===== src/key_escape_decoder_line_buffer_core_assert.svh =====
// Assertion macros shared by the decoder RTL.
// Checks compile away when SYNTHESIS is defined; no other dependencies.
`ifndef KEY_ESCAPE_DECODER_LINE_BUFFER_CORE_ASSERT_SVH
`define KEY_ESCAPE_DECODER_LINE_BUFFER_CORE_ASSERT_SVH

`ifndef SYNTHESIS
`define ASSERT_IMP(lbl, clk, rst_n, ante, cons, msg) \
    lbl: assert property (@(posedge clk) disable iff (!rst_n) (ante) |-> (cons)) \
        else $error(msg);
`define ASSERT_NXT(lbl, clk, rst_n, ante, cons, msg) \
    lbl: assert property (@(posedge clk) disable iff (!rst_n) (ante) |=> (cons)) \
        else $error(msg);
`else
`define ASSERT_IMP(lbl, clk, rst_n, ante, cons, msg)
`define ASSERT_NXT(lbl, clk, rst_n, ante, cons, msg)
`endif

`endif


===== src/kedlb_pkg.sv =====
// Shared types, constants and helper functions of the escape decoder.
// No dependencies; imported by every module of the block.
package kedlb_pkg;

    localparam int MAX_LINE_LEN = 20;
    localparam int CNT_W  = $clog2(MAX_LINE_LEN + 1);
    localparam int IDX_W  = (MAX_LINE_LEN > 1) ? $clog2(MAX_LINE_LEN) : 1;
    localparam int CHAR_W = 8;
    localparam int LEN_W  = 7;
    localparam int CMD_W  = 4;
    localparam int OUT_DATA_W = 16;

    localparam logic [7:0] KEY_BS        = 8'd8;
    localparam logic [7:0] KEY_LF        = 8'd10;
    localparam logic [7:0] KEY_CR        = 8'd13;
    localparam logic [7:0] KEY_ESC       = 8'd27;
    localparam logic [7:0] KEY_BRACKET   = 8'd91;
    localparam logic [7:0] KEY_BACKQUOTE = 8'd96;
    localparam logic [7:0] KEY_TILDE     = 8'd126;
    localparam logic [7:0] KEY_DEL       = 8'd127;
    localparam logic [7:0] KEY_A         = 8'd65;
    localparam logic [7:0] KEY_B         = 8'd66;
    localparam logic [7:0] KEY_C         = 8'd67;
    localparam logic [7:0] KEY_D         = 8'd68;
    localparam logic [7:0] KEY_1         = 8'd49;
    localparam logic [7:0] KEY_2         = 8'd50;
    localparam logic [7:0] KEY_5         = 8'd53;

    typedef enum logic [CMD_W-1:0] {
        OP_NONE       = 4'd0,
        OP_RIGHT      = 4'd1,
        OP_LEFT       = 4'd2,
        OP_UP         = 4'd3,
        OP_DOWN       = 4'd4,
        OP_MOVE_LEFT  = 4'd5,
        OP_ENTER      = 4'd6,
        OP_MOVE_RIGHT = 4'd7,
        OP_TYPED      = 4'd8,
        OP_QUIT       = 4'd9
    } t_command;

    typedef enum logic [1:0] {
        PS_IDLE,
        PS_ESC,
        PS_CSI,
        PS_TILDE
    } t_parse_state;

    typedef enum logic {
        CS_RUN,
        CS_DRAIN
    } t_ctrl_state;

    // controller -> datapath
    typedef struct packed {
        logic     load_res;
        t_command res_cmd;
        logic     append;
        logic     del_ch;
        logic     clear;
        logic     drain_start;
        logic     drain_step;
    } t_dp_cmd;

    // datapath -> controller
    typedef struct packed {
        logic out_free;
        logic count_zero;
        logic drain_last;
    } t_dp_status;

    function automatic logic is_printable(input logic [7:0] b);
        return (b >= 8'd65 && b <= 8'd90) || (b >= 8'd97 && b <= 8'd122) ||
               (b >= 8'd48 && b <= 8'd57) || (b == 8'd32);
    endfunction

    function automatic logic is_erase(input logic [7:0] b);
        return (b == KEY_BS) || (b == KEY_DEL);
    endfunction

    function automatic logic is_newline(input logic [7:0] b);
        return (b == KEY_CR) || (b == KEY_LF);
    endfunction

endpackage


===== src/kedlb_ctrl.sv =====
// Controller: escape-sequence parser and line-drain sequencer.
// Depends on kedlb_pkg; drives the datapath through t_dp_cmd.
module kedlb_ctrl
    import kedlb_pkg::*;
(
    input  logic       i_clk,
    input  logic       i_rst_n,
    input  logic       i_in_valid,
    input  logic       i_in_clear,
    input  logic [7:0] i_key_byte,
    input  t_dp_status i_status,
    output logic       o_in_ready,
    output t_dp_cmd    o_cmd
);

    t_ctrl_state  r_state, n_state;
    t_parse_state r_parse, n_parse;
    logic         plain;
    logic         enter;
    t_command     code;

    always_ff @(posedge i_clk) begin
        if (!i_rst_n) begin
            r_state <= CS_RUN;
            r_parse <= PS_IDLE;
        end else begin
            r_state <= n_state;
            r_parse <= n_parse;
        end
    end

    always_comb begin
        n_state    = r_state;
        n_parse    = r_parse;
        o_cmd      = '0;
        o_in_ready = 1'b0;
        plain      = 1'b0;
        enter      = 1'b0;
        code       = OP_NONE;
        case (r_state)
            CS_RUN: begin
                o_in_ready = i_status.out_free;
                if (i_in_valid && i_status.out_free) begin
                    if (i_in_clear) begin
                        o_cmd.clear    = 1'b1;
                        o_cmd.load_res = 1'b1;
                        o_cmd.res_cmd  = OP_NONE;
                    end else if (i_key_byte == KEY_BACKQUOTE) begin
                        o_cmd.load_res = 1'b1;
                        o_cmd.res_cmd  = OP_QUIT;
                    end else begin
                        case (r_parse)
                            PS_IDLE: begin
                                if (i_key_byte == KEY_ESC) n_parse = PS_ESC;
                                else                       plain   = 1'b1;
                            end
                            PS_ESC: begin
                                if (i_key_byte == KEY_BRACKET) begin
                                    n_parse = PS_CSI;
                                end else begin
                                    n_parse = PS_IDLE;
                                    plain   = 1'b1;
                                end
                            end
                            PS_CSI: begin
                                n_parse = PS_IDLE;
                                if (i_key_byte == KEY_A)      code = OP_UP;
                                else if (i_key_byte == KEY_B) code = OP_DOWN;
                                else if (i_key_byte == KEY_C) code = OP_RIGHT;
                                else if (i_key_byte == KEY_D) code = OP_LEFT;
                                else if (i_key_byte == KEY_1) begin
                                    code    = OP_ENTER;
                                    n_parse = PS_TILDE;
                                end else if (i_key_byte == KEY_2) begin
                                    code    = OP_MOVE_LEFT;
                                    n_parse = PS_TILDE;
                                end else if (i_key_byte == KEY_5) begin
                                    code    = OP_MOVE_RIGHT;
                                    n_parse = PS_TILDE;
                                end else begin
                                    plain = 1'b1;
                                end
                            end
                            default: begin
                                n_parse = PS_IDLE;
                                plain   = (i_key_byte != KEY_TILDE);
                            end
                        endcase

                        if (plain) begin
                            o_cmd.append = is_printable(i_key_byte);
                            o_cmd.del_ch = is_erase(i_key_byte);
                            enter        = is_newline(i_key_byte);
                        end

                        if (enter && !i_status.count_zero) begin
                            o_cmd.drain_start = 1'b1;
                            n_state           = CS_DRAIN;
                        end else begin
                            o_cmd.load_res = 1'b1;
                            o_cmd.res_cmd  = enter ? OP_TYPED : code;
                        end
                    end
                end
            end
            CS_DRAIN: begin
                if (i_status.out_free) begin
                    o_cmd.drain_step = 1'b1;
                    if (i_status.drain_last) n_state = CS_RUN;
                end
            end
            default: begin
                n_state = CS_RUN;
            end
        endcase
    end

endmodule


===== src/kedlb_dp.sv =====
// Datapath: line store, character count, drain index and output register.
// Depends on kedlb_pkg and the assertion macro header.
`include "key_escape_decoder_line_buffer_core_assert.svh"

module kedlb_dp
    import kedlb_pkg::*;
(
    input  logic              i_clk,
    input  logic              i_rst_n,
    input  t_dp_cmd           i_cmd,
    input  logic [7:0]        i_key_byte,
    input  logic              i_out_ready,
    output t_dp_status        o_status,
    output logic              o_out_valid,
    output t_command          o_out_cmd,
    output logic [CHAR_W-1:0] o_out_char,
    output logic [LEN_W-1:0]  o_out_len,
    output logic              o_out_last
);

    logic [CHAR_W-1:0] r_store [MAX_LINE_LEN];
    logic [CNT_W-1:0]  r_count, n_count;
    logic [IDX_W-1:0]  r_idx;
    logic              r_out_valid;
    t_command          r_out_cmd;
    logic [CHAR_W-1:0] r_out_char;
    logic [LEN_W-1:0]  r_out_len;
    logic              r_out_last;
    logic              room;
    logic              drain_last;

    assign room       = (r_count < CNT_W'(MAX_LINE_LEN));
    assign drain_last = ((CNT_W'(r_idx) + CNT_W'(1)) == r_count);

    always_comb begin
        n_count = r_count;
        if (i_cmd.clear)                          n_count = '0;
        else if (i_cmd.append && room)            n_count = r_count + CNT_W'(1);
        else if (i_cmd.del_ch && r_count != '0)   n_count = r_count - CNT_W'(1);
    end

    always_ff @(posedge i_clk) begin
        if (i_cmd.append && room) r_store[r_count[IDX_W-1:0]] <= i_key_byte;
    end

    always_ff @(posedge i_clk) begin
        if (!i_rst_n) begin
            r_count     <= '0;
            r_idx       <= '0;
            r_out_valid <= 1'b0;
        end else begin
            r_count <= n_count;
            if (i_cmd.drain_start)     r_idx <= '0;
            else if (i_cmd.drain_step) r_idx <= r_idx + IDX_W'(1);
            if (i_cmd.load_res || i_cmd.drain_step) r_out_valid <= 1'b1;
            else if (i_out_ready)                   r_out_valid <= 1'b0;
        end
    end

    // payload, no reset
    always_ff @(posedge i_clk) begin
        if (i_cmd.load_res) begin
            r_out_cmd  <= i_cmd.res_cmd;
            r_out_char <= '0;
            r_out_len  <= LEN_W'(n_count);
            r_out_last <= 1'b1;
        end else if (i_cmd.drain_step) begin
            r_out_cmd  <= OP_TYPED;
            r_out_char <= r_store[r_idx];
            r_out_len  <= LEN_W'(r_count);
            r_out_last <= drain_last;
        end
    end

    assign o_status.out_free   = !r_out_valid || i_out_ready;
    assign o_status.count_zero = (r_count == '0);
    assign o_status.drain_last = drain_last;
    assign o_out_valid = r_out_valid;
    assign o_out_cmd   = r_out_cmd;
    assign o_out_char  = r_out_char;
    assign o_out_len   = r_out_len;
    assign o_out_last  = r_out_last;

    `ASSERT_IMP(a_no_overwrite, i_clk, i_rst_n, r_out_valid && !i_out_ready, !i_cmd.load_res && !i_cmd.drain_step, "result overwritten while stalled")
    `ASSERT_IMP(a_count_bound, i_clk, i_rst_n, 1'b1, r_count <= CNT_W'(MAX_LINE_LEN), "line count above limit")
    `ASSERT_IMP(a_drain_in_line, i_clk, i_rst_n, i_cmd.drain_step, CNT_W'(r_idx) < r_count, "drain index past line end")
    `ASSERT_NXT(a_clear_empties, i_clk, i_rst_n, i_cmd.clear, r_count == '0, "clear left characters in line")

endmodule


===== src/key_escape_decoder_line_buffer_core.sv =====
// Results are registered; a CR/LF run passes the drain state before its first typed result.
// Throughput: one byte per cycle while the result register is free; on a CR/LF a line
// of N chars is set up, then read out of the line store as one typed result per cycle while it stays free.
// Single result register: input is held off while a result waits unaccepted.
// Reset (synchronous, active low): parser idle, line empty, no result pending.
// Depends on kedlb_pkg, kedlb_ctrl and kedlb_dp.
module key_escape_decoder_line_buffer_core
    import kedlb_pkg::*;
(
    input  logic                  i_clk,
    input  logic                  i_rst_n,
    // slave side
    input  logic                  s_axis_tvalid,
    output logic                  s_axis_tready,
    input  logic [7:0]            s_axis_tdata,   // [7:0] key_byte
    input  logic                  s_axis_tuser,   // [0] cmd (1 = clear the line)
    // master side
    output logic                  m_axis_tvalid,
    input  logic                  m_axis_tready,
    output logic [OUT_DATA_W-1:0] m_axis_tdata,   // [7:0] line_char, [14:8] line_length
    output logic [CMD_W-1:0]      m_axis_tuser,   // [3:0] command
    output logic                  m_axis_tlast    // last result of this transaction
);

    t_dp_cmd           dp_cmd;
    t_dp_status        dp_status;
    t_command          out_cmd;
    logic [CHAR_W-1:0] out_char;
    logic [LEN_W-1:0]  out_len;

    // parser + drain sequencer
    kedlb_ctrl u_ctrl (
        .i_clk      (i_clk),
        .i_rst_n    (i_rst_n),
        .i_in_valid (s_axis_tvalid),
        .i_in_clear (s_axis_tuser),
        .i_key_byte (s_axis_tdata),
        .i_status   (dp_status),
        .o_in_ready (s_axis_tready),
        .o_cmd      (dp_cmd)
    );

    // line store and result register
    kedlb_dp u_dp (
        .i_clk       (i_clk),
        .i_rst_n     (i_rst_n),
        .i_cmd       (dp_cmd),
        .i_key_byte  (s_axis_tdata),
        .i_out_ready (m_axis_tready),
        .o_status    (dp_status),
        .o_out_valid (m_axis_tvalid),
        .o_out_cmd   (out_cmd),
        .o_out_char  (out_char),
        .o_out_len   (out_len),
        .o_out_last  (m_axis_tlast)
    );

    // pack result fields, top bit padded to a whole byte
    assign m_axis_tdata = {1'b0, out_len, out_char};
    assign m_axis_tuser = out_cmd;

endmodule


===== config.mk =====
export PLATFORM = sky130hd
export DESIGN_NAME = key_escape_decoder_line_buffer_core
export DESIGN_NICKNAME = d
export VERILOG_FILES = /design/src/kedlb_pkg.sv /design/src/kedlb_ctrl.sv /design/src/kedlb_dp.sv /design/src/key_escape_decoder_line_buffer_core.sv
export VERILOG_INCLUDE_DIRS = /design/src /design/src/src
export SDC_FILE = /design/constraint.sdc
export NUM_CORES = 1
export LEC_CHECK = 0
export BUFFER_PORTS_ARGS = -buffer_cell sky130_fd_sc_hd__buf_2
export CAP_MARGIN = 0
export CORE_MARGIN = 2
export CORE_UTILIZATION = 40
export DETAILED_ROUTE_END_ITERATION = 6
export GPL_TIMING_DRIVEN = 1
export SYNTH_ARGS = -nofsm -noshare
export SYNTH_HDL_FRONTEND = slang
export SYNTH_SLANG_ARGS = --single-unit

===== constraint.sdc =====
create_clock -name i_clk -period 8.4 [get_ports i_clk]
set_clock_uncertainty 0.2 [all_clocks]
set_input_delay 1.68 -clock i_clk [delete_from_list [all_inputs] [get_ports i_clk]]
set_output_delay 1.68 -clock i_clk [all_outputs]
set_load 0.005 [all_outputs]

After elaboration in Yosys (flattened, before gate mapping)
Memory sizes are Yosys's and may differ from the RTL's. A register that Yosys moved wholly into a read port is not among the register bits.
Cells that the tools add are included.
Word-level totals
  register bits: 24
  latch bits: 0
  bits in writable memories: 160
  bits in read-only memories: 0
  bits of input ports: 13
  output and inout bits: 23
  logic and storage cells: 134
  memories: 1
Operators by class
  $add $sub $neg: 3
  multipliers: 0
  div/mod/pow operators: 0
  $lt $le $gt $ge: 7
  eq/ne operators: 20
  shift-type cells: 0
  muxes and demuxes: 68
  bitwise gates (word level): 4
  reduce and logical (&&, ||, !) cells: 23
Memory list
  u_dp.r_store: depth 20, bits a word 8, rd ports 1, clocked after Yosys merged registers in 1, wr ports 1, RTL line kedlb_dp.sv:21  | logic [CHAR_W-1:0] r_store [MAX_LINE_LEN];
Operator list (number)
  $eq 8x7->1 const B: 7
  $mux 4: 10
  $mux 5: 8
  $eq 8x6->1 const B: 4
  $mux 1: 32
  $eq 8x4->1 const B: 3
  $mux 2: 12
  $mux 9: 2
  $ge 8x7->1 const B: 2
  $le 8x7->1 const B: 2
  $add 5x1->5 const B: 2
  $eq 8x5->1 const B: 1
  $ge 8x6->1 const B: 1
  $le 8x6->1 const B: 1
  $ne 8x7->1 const B: 1
  $logic_and 1x1->1: 7
  $logic_or 1x1->1: 7
  $pmux 2 s3: 1
  $eq 5x5->1: 1
  $logic_not 5->1: 1
  $lt 5x5->1 const B: 1
  $reduce_and 5->1: 1
  $reduce_bool 5->1: 1
  $sub 5x1->5 const B: 1
  11 further kinds: 16

Depth between registers and ports, before layout
Gate-level depths: netlist of the first run.
  depth after elaboration: 29
  gate-level depth with buffers: 10
  gate-level depth less buffers: 8

Hierarchy
Synthesis of the first run repeated with hierarchy kept, for this count alone.
Second synthesis, totals
  cells, all modules: 631
  area, all modules: 8503.2 um^2
By module, submodules not included
  kedlb_dp: times used 1, cells each 526, area each 7842.5 um^2, sequential area each 5475.3 um^2
  kedlb_ctrl: times used 1, cells each 103, area each 649.4 um^2, sequential area each 60.1 um^2
  key_escape_decoder_line_buffer_core: times used 1, cells each 2, area each 11.3 um^2, sequential area each 0.0 um^2

Least setup slack after synthesis of the first run
No wires, ideal clock.
  path kind: input-to-reg
  from: input s_axis_tdata[6]
  to: memory u_dp.r_store[12][0], enable pin
  setup time: 370 ps
  arrival: 3562 ps
  data required time: 7830 ps
  slack: 4267 ps
  stages on the path: 9
  path buffers: 2
  cells stage by stage: buf_2 -> nor2_1 -> o32ai_2 -> o211ai_2 -> a2111oi_4 -> and2_1 -> buf_6 -> nand2_4 -> nor2_1
Between the ends
  cells in the longest elaborated chain, start to end: 21
  elaborated cells between the ends (all ways): 46
  classes of those cells: order compare (6); eq/ne (12); mux (21); reduce/logical (7)
RTL lines
  start, declared: RTL line key_escape_decoder_line_buffer_core.sv:15  | input logic [7:0] s_axis_tdata,
  $eq 8x6->1: RTL line kedlb_ctrl.sv:77  | end else if (i_key_byte == KEY_5) begin
  $mux 1: RTL line kedlb_ctrl.sv:77
  $mux 1: RTL line kedlb_ctrl.sv:74  | end else if (i_key_byte == KEY_2) begin
  $mux 1: RTL line kedlb_ctrl.sv:71  | else if (i_key_byte == KEY_1) begin
  $mux 1: RTL line kedlb_ctrl.sv:70  | else if (i_key_byte == KEY_D) code = OP_LEFT;
  $mux 1: RTL line kedlb_ctrl.sv:69  | else if (i_key_byte == KEY_C) code = OP_RIGHT;
  $mux 1: RTL line kedlb_ctrl.sv:68  | else if (i_key_byte == KEY_B) code = OP_DOWN;
  $mux 1: RTL line kedlb_ctrl.sv:67  | if (i_key_byte == KEY_A) code = OP_UP;
  (+5 left out)
  $mux 2: RTL line kedlb_ctrl.sv:90  | if (plain) begin
  $mux 2 *: RTL line kedlb_ctrl.sv:48  | end else if (i_key_byte == KEY_BACKQUOTE) begin
  $mux 2 *: RTL line kedlb_ctrl.sv:44  | if (i_in_clear) begin
  $mux 9 *: RTL line kedlb_ctrl.sv:43  | if (i_in_valid && i_status.out_free) begin
  $mux 9 *: RTL line kedlb_ctrl.sv:40  | case (r_state)
  $logic_and 1x1->1 *: RTL line kedlb_dp.sv:43  | if (i_cmd.append && room) r_store[r_count[IDX_W-1:0]] <= i_key_byte;
  $mux 1 *: RTL line kedlb_dp.sv:43
  $mux 1 (implied by the code) *: RTL line kedlb_dp.sv:43
  end, declared: RTL line kedlb_dp.sv:21
Mark *: on every way between the ends. The rest lies on a longest branch, timed or not. The select of a mux whose other input is x is not followed.

Worst setup path after layout of the first run
  from: input s_axis_tdata[6]
  to: memory u_dp.r_store[0][2], enable pin
The elaborated chain is that of the path after synthesis.

==> qor.log, run 1 <==
[outcome] result of the run completed
[worst_hold_path] Hold EP u_dp.o_out_char[6]
[synth] instance count of the mapped netlist 507
[sta] final hold vios 0
[worst_hold_path] worst min-delay path startpoint u_dp.o_out_char[6]
[placement] weighted congestion reported at the end of routability-driven placement 0.8209
[sta] Setup Viol. Count Final 0
[cells_and_area] share of final-layout standard cells stronger than drive strength 1 23.85%
[global_route] overflow left after global routing 0
[cells_and_area] sequential standard cell area 0.005538 mm²
[floorplanning] Die Footprint 0.02167 mm²
[cells_and_area] Total Nets Final 551
[power] power per standard cell area 207.1 mW/mm²
[global_route] met2 track utilization from global routing 27.92%
[setup_path] origin of the critical flop-to-flop path u_dp.r_count[2]
[setup_path] classification of the worst setup path primary input to flip-flop
[sta] fmax 0.2129 GHz
[clock_tree] Post-CTS Setup Repair Bufs 0
[power] largest vdd supply drop 0.1373 mV
[clock_tree] number of buffers added to fix hold violations after cts 0
[sta] Max Transition Viols Final 0
[synth] ranking of synthesized cells by area edfxtp_1 (62%), mux4_2 (12%), dfxtp_1 (5.6%), nor2_1 (2.4%), mux2i_1 (0.98%)
[detailed_routing] DRC violation count after routing 0
[synth] sequential share of the synthesized area 67.48%
[setup_path] reg2reg path depth 6
[detailed_routing] length of the first detailed-routing pass in iterations 7
[synth] post-synthesis register bit count 192
[global_route] wire length of the first global-routing pass 26.81 mm
[cells_and_area] fill cell total of the finished layout 1,781
[detailed_routing] number of design-rule violations left by the first detailed-router iteration 471
[detailed_routing] total detailed-routing wirelength 17.24 mm
[synth] Syn Std Cell Area 0.008203 mm²
[cells_and_area] footprint of the multi-input gates 0.002472 mm²
[setup_path] R2R setup slack 5310 ps
[synth] Synth async-reset ratio 0%
[sta] Max-slew headroom 38.65%
[sta] aggregate negative setup slack 0 ps
[clock_tree] number of buffers created by CTS 17
[run] number of max-cap violations 0
[floorplanning] starting density of the core 40.67%
[detailed_routing] vias 4,438
[setup_path] capture point of the worst reg-to-reg path u_dp.r_store[0][2]
[detailed_routing] number of nets still failing antenna checks after routing 0
[floorplanning] core region area 0.02017 mm²
[clock_tree] worst skew pair latency 440 ps
[cells_and_area] total inserted antenna cells 0
[worst_hold_path] class of the tightest hold or removal check flip-flop to flip-flop
[synth] distinct cell type count after synthesis 57
[clock_tree] clock buffer depth 2
[clock_tree] H-tree lvl count 4
[setup_path] critical path arrival 4560 ps
[global_route] M1 GR Usage 22.42%
[cells_and_area] area grow syn2layout 11.67%
[floorplanning] total number of placement rows 52
[sta] RSZ-0062 raised after global routing no
[synth] mean cell area of the mapped netlist 16.18 µm²
[global_route] largest net degree at the start of global routing 45
[floorplanning] number of I/O pins 36
[synth] share of the synthesized area in the top cell type 61.87%
[detailed_routing] detailed-route wire length per cell 21.16 µm
[sta] final worst-path setup slack 3702 ps
[cells_and_area] Post-Route Utilization 45.42%
[setup_path] startpoint types primary input
[setup_path] largest fanout on the critical path 31
[clock_tree] root buffer selected by CTS clkbuf_16
[sta] Final period util 55.93%
[synth] EDFF count, synth 169
[synth] Yosys warning count 0
[power] static leakage 2.892 nW
[synth] Synth Flop Type edfxtp_1
[placement] dpl hpwl 11.10 mm
[clock_tree] clk slew on worst S/H paths 70 ps
[synth] Post-synth top cells edfxtp_1 (169), nor2_1 (53), mux4_2 (43), dfxtp_1 (23), nand2_1 (20)
[global_route] initial antenna violation count 0
[detailed_routing] post-DR vias/cell 5.445
[synth] cell with the most instances after synthesis edfxtp_1
[worst_hold_path] worst hold stages 2
[floorplanning] width of the chip 147.2 µm
[global_route] highest-utilization routing layer at the global route stage met2
[synth] leading area contributor after synthesis edfxtp_1
[setup_path] crit path capture type flip-flop
[clock_tree] number of gates resized after CTS 0
[placement] number of buffers added on ports 32
[global_route] global-route usage over all layers 16.80%
[global_route] via count of the first global-routing pass 4,562
[sta] measured slew at the worst slew-check pin 919.0 ps
[setup_path] data required time at the worst endpoint 8270 ps
[clock_tree] sinks on the clock net 192
[global_route] M3 GR Usage 3.261%
[clock_tree] CTS tree built
[floorplanning] floorplan die height 147.2 µm
[sta] final worst path period need 4698 ps
[placement] worst slack, placed 3240 ps
==> state kept, by name, summed over array words and instances (netlist names) <==
| name | flops |
|---|---|
| u_dp.o_out_len | 5 |
| u_dp.r_idx | 5 |
| u_dp.o_out_last | 1 |
| u_dp.r_store | 160 |
| u_dp.o_out_char | 8 |
| u_dp.o_out_cmd | 4 |
| u_ctrl.r_state | 1 |
| u_dp.r_count | 5 |
| u_dp.o_out_valid | 1 |
| u_ctrl.r_parse | 2 |
==> worst max-delay path, cell delays in order <==
cell and delay [ps]:
buf_2 440, nor2_1 190, o32ai_2 320, o211ai_2 130
a2111oi_4 540, and2_1 480, nand2_4 130, nor2_1 620
==> routing by layer <==
layer  vias to the layer above  wire length, µm
met5                         -                0
met4                         0              191
met3                        17              750
met2                       102             8758
met1                      2297             7543
li1                       2022                -
==> power breakdown <==
part | internal (mW) | leakage (nW) | total (mW) | switching [mW]
combinational | 0.0129 | 0.892 | 0.0494 | 0.0365
sequential | 1.04 | 1.72 | 1.04 | 0.00109
clock | 0.426 | 0.286 | 0.807 | 0.382
==> stage by stage <==
stage	total power [mW]	std cells	cell area, µm²	hold WS [ps]
floorplan	1.087	509	8210	259.7
global placement	1.110	783	8557	258.5
detailed placement	1.112	783	8557	256.0
CTS	1.910	815	9160	274.0
global route	1.951	815	9160	313.0
finish	1.897	815	9160	271.5
==> worst max-delay path by stage <==
stage | cells past startpoint | start | endpoint | slack, ps
after detailed placement | 8 | s_axis_tdata[6] | u_dp.r_store[17][7] | 3240
after global routing | 8 | s_axis_tdata[6] | u_dp.r_store[17][7] | 3450
after floorplan | 9 | s_axis_tdata[6] | u_dp.r_store[12][0] | 4270
after global placement | 8 | s_axis_tdata[1] | u_dp.r_store[6][2] | 3330
after CTS | 8 | s_axis_tdata[6] | u_dp.r_store[17][2] | 3700
final | 8 | s_axis_tdata[6] | u_dp.r_store[0][2] | 3700
==> cells in the final DEF, fill, tap and decap left out, types with 3 or more instances in the layout <==
| master | synthesis | layout |
|---|---|---|
| nor2_1 | 53 | 53 |
| or3_1 | 3 | 3 |
| xnor2_1 | 8 | 8 |
| and2_1 | 8 | 8 |
| dfxtp_1 | 23 | 21 |
| edfxtp_1 | 169 | 169 |
| nand4b_1 | 3 | 3 |
| mux2i_1 | 8 | 8 |
| and3_1 | 4 | 4 |
| mux4_2 | 43 | 43 |
| buf_2 | 6 | 32 |
| inv_8 | 0 | 3 |
| nor3_1 | 10 | 10 |
| a21oi_1 | 10 | 10 |
| conb_1 | 1 | 3 |
| o21ai_0 | 14 | 14 |
| xor2_1 | 7 | 7 |
| a31oi_1 | 3 | 3 |
| ha_1 | 6 | 6 |
| nand2_1 | 20 | 20 |
| a21boi_0 | 3 | 3 |
| nand2_4 | 3 | 3 |
| nand3_1 | 14 | 14 |
| mux2_2 | 6 | 6 |
| clkbuf_16 | 0 | 17 |
| nand2b_1 | 6 | 6 |
| clkinv_8 | 0 | 4 |
| a32oi_1 | 9 | 9 |
| inv_1 | 8 | 8 |
==> kinds of logic (layout without fill, tap and decap cells) <==
group / count (synthesis) / after routing / share of synthesized area (%)
XOR/XNOR: 15 / 15 / 1.602
adder cells (fa/ha/maj): 6 / 6 / 0.9152
flip-flops: 192 / 192 / 67.48
buffers and inverters: 39 / 75 / 2.471
other: 1 / 3 / 0.04572
AND/OR/NAND/NOR: 143 / 143 / 8.878
multiplexers: 57 / 57 / 13.61
AO/OA/AOI/OAI: 54 / 54 / 5.003
==> layout make-up <==
| cell class | instances | share of cell area, % |
|---|---|---|
| Sequential cell | 192 | 60.46 |
| Multi-Input combinational cell | 278 | 26.99 |
| Clock buffer | 18 | 4.685 |
| Tap cell | 270 | 3.688 |
| Timing Repair Buffer | 34 | 1.912 |
| Clock inverter | 14 | 1.899 |
| Inverter | 9 | 0.3688 |
No activity file was read; power rests on OpenSTA's default activity.
==> inputs of run 2 (changes only) <==
Clock period 8.4 ns to 4.26 ns, I/O delays scaled along.
==> run 2 against run 1 <==
Via count increased by 2.5%. Sequential power increased by 97%. Global-route usage grew 0.22 points. Utilization is 1.0 points higher. Register-to-register slack lost 3900 ps. Cell area rose by 2.2%. Sequential share of layout area down 1.3 points. Largest power group unchanged.
==> qor.log, run 2 (synthesis gave the netlist of run 1 again) <==
[outcome] result of the run completed
[sta] Final period util 80.30%
[setup_path] crit path max-delay cell type and4_1
[sta] Max Transition Viols Final 0 [unchanged]
[sta] fmax 0.2923 GHz
[clock_tree] CTS tree built
[worst_hold_path] worst min-delay path startpoint u_dp.o_out_char[0]
[detailed_routing] number of design-rule violations left by the first detailed-router iteration 339 [-28%]
[sta] final worst path period need 3421 ps
[sta] RSZ-0062 raised after global routing no
[power] static leakage 3.036 nW [+5.0%]
[setup_path] R2R setup slack 1400 ps [-3910 ps]
[global_route] wire length of the first global-routing pass 27.26 mm [+1.7%]
[cells_and_area] final cell count without fillers 840 [+3.1%]
[sta] Setup Viol. Count Final 0 [unchanged]
[floorplanning] width of the chip 147.2 µm [unchanged]
[power] internal power 2.966 mW [+100%]
[placement] placed cells 808 [+3.2%]
[cells_and_area] max FFs per register 160 [unchanged]
[cells_and_area] share of final-layout standard cells stronger than drive strength 1 27.37% [+3.5 points]
[power] combinational cell fraction of total power 2.8% [+0.2 points]
[setup_path] stage delay of the slowest cell on the critical path 550 ps [-70 ps]
[clock_tree] clock buffer depth 2 [unchanged]
[cells_and_area] total inserted antenna cells 0 [unchanged]
[clock_tree] Post-CTS Setup Repair Bufs 0 [unchanged]
[detailed_routing] vias 4,550 [+2.5%]
[detailed_routing] detailed-route wire length per cell 21.02 µm [-0.67%]
[run] number of max-cap violations 0 [unchanged]
[power] relative contribution of sequential cells to total power 54.6% [-0.2 points]
[global_route] initial antenna violation count 0 [unchanged]
[setup_path] data required time at the worst endpoint 4130 ps [-4140 ps]
[cells_and_area] finished layout cell area 0.009361 mm² [+2.2%]
[global_route] overflow left after global routing 0 [unchanged]
[clock_tree] clk slew on worst S/H paths 70 ps [about the same]
[power] Sw Pwr 0.7913 mW [+89%]
[clock_tree] number of buffers added to fix hold violations after cts 0 [unchanged]
[global_route] via count of the first global-routing pass 4,565 [+0.066%]
[placement] dpl hpwl 11.84 mm [+6.7%]
[global_route] largest net degree at the start of global routing 35 [-22%]
[placement] weighted congestion reported at the end of routability-driven placement 0.7968 [-2.9%]
[detailed_routing] DRC violation count after routing 0 [unchanged]
[cells_and_area] most common cell after layout, fill and taps aside edfxtp_1
[setup_path] list of cells traversed by the critical path buf_2, nor2_1, o32ai_2, o211ai_2, a2111oi_4, and2_1, and4_1
[clock_tree] H-tree lvl count 4 [unchanged]
[sta] aggregate negative setup slack 0 ps [unchanged]
[floorplanning] number of I/O pins 36 [unchanged]
[power] power per standard cell area 401.4 mW/mm² [+94%]
[floorplanning] starting density of the core 40.67% [unchanged]
[cells_and_area] most frequent cells in the layout edfxtp_1 (169), nor2_1 (53), mux4_2 (43), buf_2 (32), buf_4 (26)
[cells_and_area] fill cell total of the finished layout 1,717 [-3.6%]
[cells_and_area] Total Nets Final 576 [+4.5%]
[placement] number of buffers added on ports 32 [unchanged]
[setup_path] capture point of the worst reg-to-reg path u_ctrl.r_state
[power] switching portion of total power 21.06% [-1.0 points]
[clock_tree] sinks on the clock net 192 [unchanged]
[cells_and_area] area grow syn2layout 14.12%
[clock_tree] number of buffers created by CTS 17 [unchanged]
[floorplanning] floorplan die height 147.2 µm [unchanged]
[setup_path] classification of the worst setup path primary input to flip-flop
[worst_hold_path] class of the tightest hold or removal check flip-flop to flip-flop
[worst_hold_path] worst hold stages 2 [unchanged]
[setup_path] origin of the critical flop-to-flop path u_dp.r_idx[1]
[setup_path] largest fanout on the critical path 26 [-16%]
[clock_tree] worst skew pair latency 430 ps [about the same]
[sta] measured slew at the worst slew-check pin 836.6 ps [-82.45 ps]
[global_route] global-route usage over all layers 17.02% [+0.22 points]
[floorplanning] total number of placement rows 52 [unchanged]
[power] proportion of power drawn by the clock network 42.6% [about the same]
[sta] Max-slew headroom 42.79% [+4.1 points]
[clock_tree] number of gates resized after CTS 0 [unchanged]
[sta] hold_ws 274.8 ps [+3.340 ps]
[floorplanning] Die Footprint 0.02167 mm² [unchanged]
[detailed_routing] number of nets still failing antenna checks after routing 0 [unchanged]
[setup_path] crit path capture type flip-flop
[detailed_routing] total detailed-routing wirelength 17.65 mm [+2.4%]
[detailed_routing] length of the first detailed-routing pass in iterations 5 [-2]
[sta] final hold vios 0 [unchanged]
[placement] cell area after placement 0.008757 mm² [+2.3%]
[setup_path] reg2reg path depth 8 [+2]
[worst_hold_path] Hold EP u_dp.o_out_char[0]
[floorplanning] core region area 0.02017 mm² [unchanged]
[setup_path] startpoint types primary input
[power] largest vdd supply drop 0.2403 mV [+75%]
[clock_tree] root buffer selected by CTS clkbuf_16
[detailed_routing] post-DR vias/cell 5.417 [-0.53%]
[setup_path] critical path arrival 3290 ps [-1270 ps]
## run 2: changes by cell type in the layout (fill, tap and decap cells not counted), sizes merged
cell / change
buf: +25
bufinv: +1
clkinvlp: -1
## run 2: stage by stage
stage	utilization [%]	total power [mW]	setup slack, ps
2_1_floorplan	-	2.143	955.4
3_3_place_gp	43.42	2.196	512.1
3_5_place_dp	43.42	2.199	365.4
4_1_cts	46.41	3.786	817.9
5_1_grt	46.41	3.871	636.2
6_report	46.41	3.758	839.2
## run 2: per-layer routing
| layer | part of all wire (%) | vias to the layer above | GRT usage, % |
|---|---|---|---|
| li1 | - | 2083 | - |
| met4 | 1.0 | 0 | 5.048 |
| met3 | 4.6 | 15 | 2.764 |
| met5 | 0 | - | 0 |
| met2 | 49 | 149 | 26.64 |
| met1 | 46 | 2303 | 24.78 |
## run 2: final cells by class
| type | count | area, µm² | share of cell area, % |
|---|---|---|---|
| clock inverter | 14 | 175.2 | 1.871 |
| tap | 270 | 337.8 | 3.609 |
| sequential | 192 | 5538 | 59.16 |
| inverter | 9 | 33.78 | 0.3609 |
| clock buffer | 18 | 429.2 | 4.584 |
| timing repair buffer | 59 | 375.4 | 4.010 |
| multi-input combinational | 278 | 2472 | 26.41 |
## run 2: worst max-delay path by stage
stage,cells past startpoint,start,end
3_3_place_gp,7,s_axis_tdata[4],u_dp.r_store[7][7]
6_report,7,s_axis_tdata[4],u_dp.r_store[7][7]
4_1_cts,7,s_axis_tdata[4],u_dp.r_store[7][5]
5_1_grt,7,s_axis_tdata[4],u_dp.r_store[7][5]
2_1_floorplan,9,s_axis_tdata[6],u_dp.r_store[12][0]
3_5_place_dp,7,s_axis_tdata[4],u_dp.r_store[7][2]
## run 2: worst max-delay path: cells and delay by family
kind	cells	cell delay (ps)
buffers and inverters	1	410
AOI/OAI and AO/OA	3	1000
and+or+nand+nor	3	1010
## run 2: power by group through the flow
stage / Clock [mW] / Sequential, mW / Combinational [mW]
floorplan: 0 / 2.09 / 0.0482
global placement: 0 / 2.09 / 0.102
detailed placement: 0 / 2.09 / 0.105
CTS: 1.63 / 2.05 / 0.105
global route: 1.71 / 2.05 / 0.114
finish: 1.60 / 2.05 / 0.104
==> inputs of run 3 (changes only) <==
Clock period 4.26 ns to 3.2 ns, I/O delays scaled along.
==> run 3 against run 2 <==
Global-route usage grew 0.47 points. First-iteration DRC count up 21%. Cell area increased by 0.75%. Via count is 1.2% higher. Power rose by 29%. Worst hold slack worse by 1.9 ps. Sequential power rose by 33%. Worst setup slack got worse by 340 ps. Non-clock buffer count increased by 11. Flip-flop and latch count unchanged. Clock-buffer cell count increased by 2. Die area did not move. Largest power group unchanged.
==> qor.log, run 3 (synthesis gave the netlist of run 1 again) <==
[outcome] result of the run completed
[cells_and_area] most common cell after layout, fill and taps aside edfxtp_1
[clock_tree] clk slew on worst S/H paths 70 ps [about the same]
[global_route] global-route usage over all layers 17.49% [+0.47 points]
[global_route] initial antenna violation count 0 [unchanged]
[sta] hold_ws 272.9 ps [-1.945 ps]
[clock_tree] H-tree lvl count 4 [unchanged]
[detailed_routing] post-DR vias/cell 5.409 [-0.14%]
[sta] Setup Viol. Count Final 0 [unchanged]
[global_route] overflow left after global routing 0 [unchanged]
[setup_path] stage delay of the slowest cell on the critical path 410 ps [-140 ps]
[worst_hold_path] class of the tightest hold or removal check flip-flop to flip-flop
[setup_path] critical path arrival 2830 ps [-460 ps]
[clock_tree] Post-CTS Setup Repair Bufs 0 [unchanged]
[floorplanning] core region area 0.02017 mm² [unchanged]
[setup_path] crit path capture type flip-flop
[detailed_routing] length of the first detailed-routing pass in iterations 5 [unchanged]
[global_route] largest net degree at the start of global routing 45 [+29%]
[placement] number of buffers added on ports 32 [unchanged]
[floorplanning] starting density of the core 40.67% [unchanged]
[setup_path] startpoint types primary input
[setup_path] largest fanout on the critical path 26 [unchanged]
[setup_path] list of cells traversed by the critical path buf_2, buf_4, mux2_2, o41ai_2, and2_0, inv_1, o22a_1
[cells_and_area] most frequent cells in the layout edfxtp_1 (169), nor2_1 (53), mux4_2 (43), buf_4 (34), buf_2 (32)
[detailed_routing] vias 4,603 [+1.2%]
[sta] aggregate negative setup slack 0 ps [unchanged]
[clock_tree] sinks on the clock net 192 [unchanged]
[floorplanning] width of the chip 147.2 µm [unchanged]
[power] post-route total power 4.857 mW [+29%]
[setup_path] classification of the worst setup path primary input to flip-flop
[sta] Max-slew headroom 53.53% [+11 points]
[detailed_routing] number of design-rule violations left by the first detailed-router iteration 410 [+21%]
[setup_path] data required time at the worst endpoint 3330 ps [-800 ps]
[floorplanning] total number of placement rows 52 [unchanged]
[power] static leakage 3.071 nW [+1.1%]
[sta] Final period util 84.37%
[sta] measured slew at the worst slew-check pin 679.4 ps [-157.2 ps]
[power] largest vdd supply drop 0.2676 mV [+11%]
[sta] RSZ-0062 raised after global routing no
[cells_and_area] Total Nets Final 587 [+1.9%]
[sta] Max Transition Viols Final 0 [unchanged]
[clock_tree] number of buffers created by CTS 17 [unchanged]
[floorplanning] floorplan die height 147.2 µm [unchanged]
[placement] weighted congestion reported at the end of routability-driven placement 0.7830 [-1.7%]
[global_route] wire length of the first global-routing pass 28.04 mm [+2.9%]
[setup_path] crit path max-delay cell type o41ai_2
[floorplanning] Die Footprint 0.02167 mm² [unchanged]
[sta] fmax 0.3704 GHz
[global_route] via count of the first global-routing pass 4,625 [+1.3%]
[placement] dpl hpwl 12.03 mm [+1.6%]
[cells_and_area] share of final-layout standard cells stronger than drive strength 1 28.74% [+1.4 points]
[detailed_routing] detailed-route wire length per cell 20.95 µm [-0.33%]
[power] power per standard cell area 514.9 mW/mm² [+28%]
[detailed_routing] DRC violation count after routing 0 [unchanged]
[clock_tree] number of gates resized after CTS 0 [unchanged]
[floorplanning] number of I/O pins 36 [unchanged]
[cells_and_area] fill cell total of the finished layout 1,735 [+1.0%]
[cells_and_area] max FFs per register 160 [unchanged]
[cells_and_area] area grow syn2layout 14.98%
[cells_and_area] total inserted antenna cells 0 [unchanged]
[clock_tree] root buffer selected by CTS clkbuf_16
[run] number of max-cap violations 0 [unchanged]
[sta] final worst path period need 2700 ps
[clock_tree] worst skew pair latency 430 ps [about the same]
[clock_tree] clock buffer depth 2 [unchanged]
[clock_tree] CTS tree built
[detailed_routing] total detailed-routing wirelength 17.83 mm [+0.97%]
[detailed_routing] number of nets still failing antenna checks after routing 0 [unchanged]
[clock_tree] number of buffers added to fix hold violations after cts 0 [unchanged]
[sta] final hold vios 0 [unchanged]
-- run 3: changes by cell type in the layout (fill, tap and decap cells not counted) --
cell        change
inv_8           -3
clkinvlp_4      +2
clkinv_4        -3
inv_6           +5
buf_12          +3
clkbuf_8        +2
clkinv_8        -1
bufinv_16       -2
buf_4           +8
-- run 3: stage by stage --
step | worst slack (ps) | area (µm²) | util (%) | cells
detailed placement | 57.35 | 8877 | 44.01 | 819
finish | 500.2 | 9432 | 46.76 | 851
CTS | 500.3 | 9432 | 46.76 | 851
floorplan | 107.4 | 8210 | - | 509
global route | 357.0 | 9432 | 46.76 | 851
global placement | 110.7 | 8877 | 44.01 | 819
-- run 3: final timing paths --
check                       end          startpoint  slack (ps)  depth (start not counted)
max             u_dp.o_out_last     s_axis_tdata[0]         500                          7
min          u_dp.o_out_char[3]  u_dp.o_out_char[3]         270                          2
min reg2reg  u_dp.o_out_char[3]  u_dp.o_out_char[3]         270                          2
max reg2reg   u_dp.o_out_len[2]     u_dp.r_count[1]         630                          8
-- run 3: cell type report --
class                   instances  area (µm²)  area share, %
flip-flops and latches        192        5538          58.72
multi-input cells             278        2472          26.21
repair buffers                 70       495.5          5.253
clock buffers                  20       456.7          4.842
well taps                     270       337.8          3.582
clock inverters                12       97.59          1.035
inverters                       9       33.78         0.3582
-- run 3: per-layer routing --
metal  vias up  share of wire (%)  GRT usage, %
met5         -                  0             0
met4         0                1.2         5.337
met2       128                 49         27.87
met3        14                4.1         2.950
met1      2362                 45         24.88
li1       2099                  -             -
-- run 3: worst max-delay path, delay by kind of cell --
kind / cells / cell delay, ps
and+or+nand+nor: 1 / 290
muxes: 1 / 400
buffers and inverters: 3 / 810
AOI/OAI and AO/OA: 2 / 670
-- run 3: power breakdown --
group | total, mW | switching (mW) | internal (mW)
Sequential | 2.73 | 0.00298 | 2.73
Combinational | 0.150 | 0.102 | 0.0485
Clock | 1.97 | 0.922 | 1.05
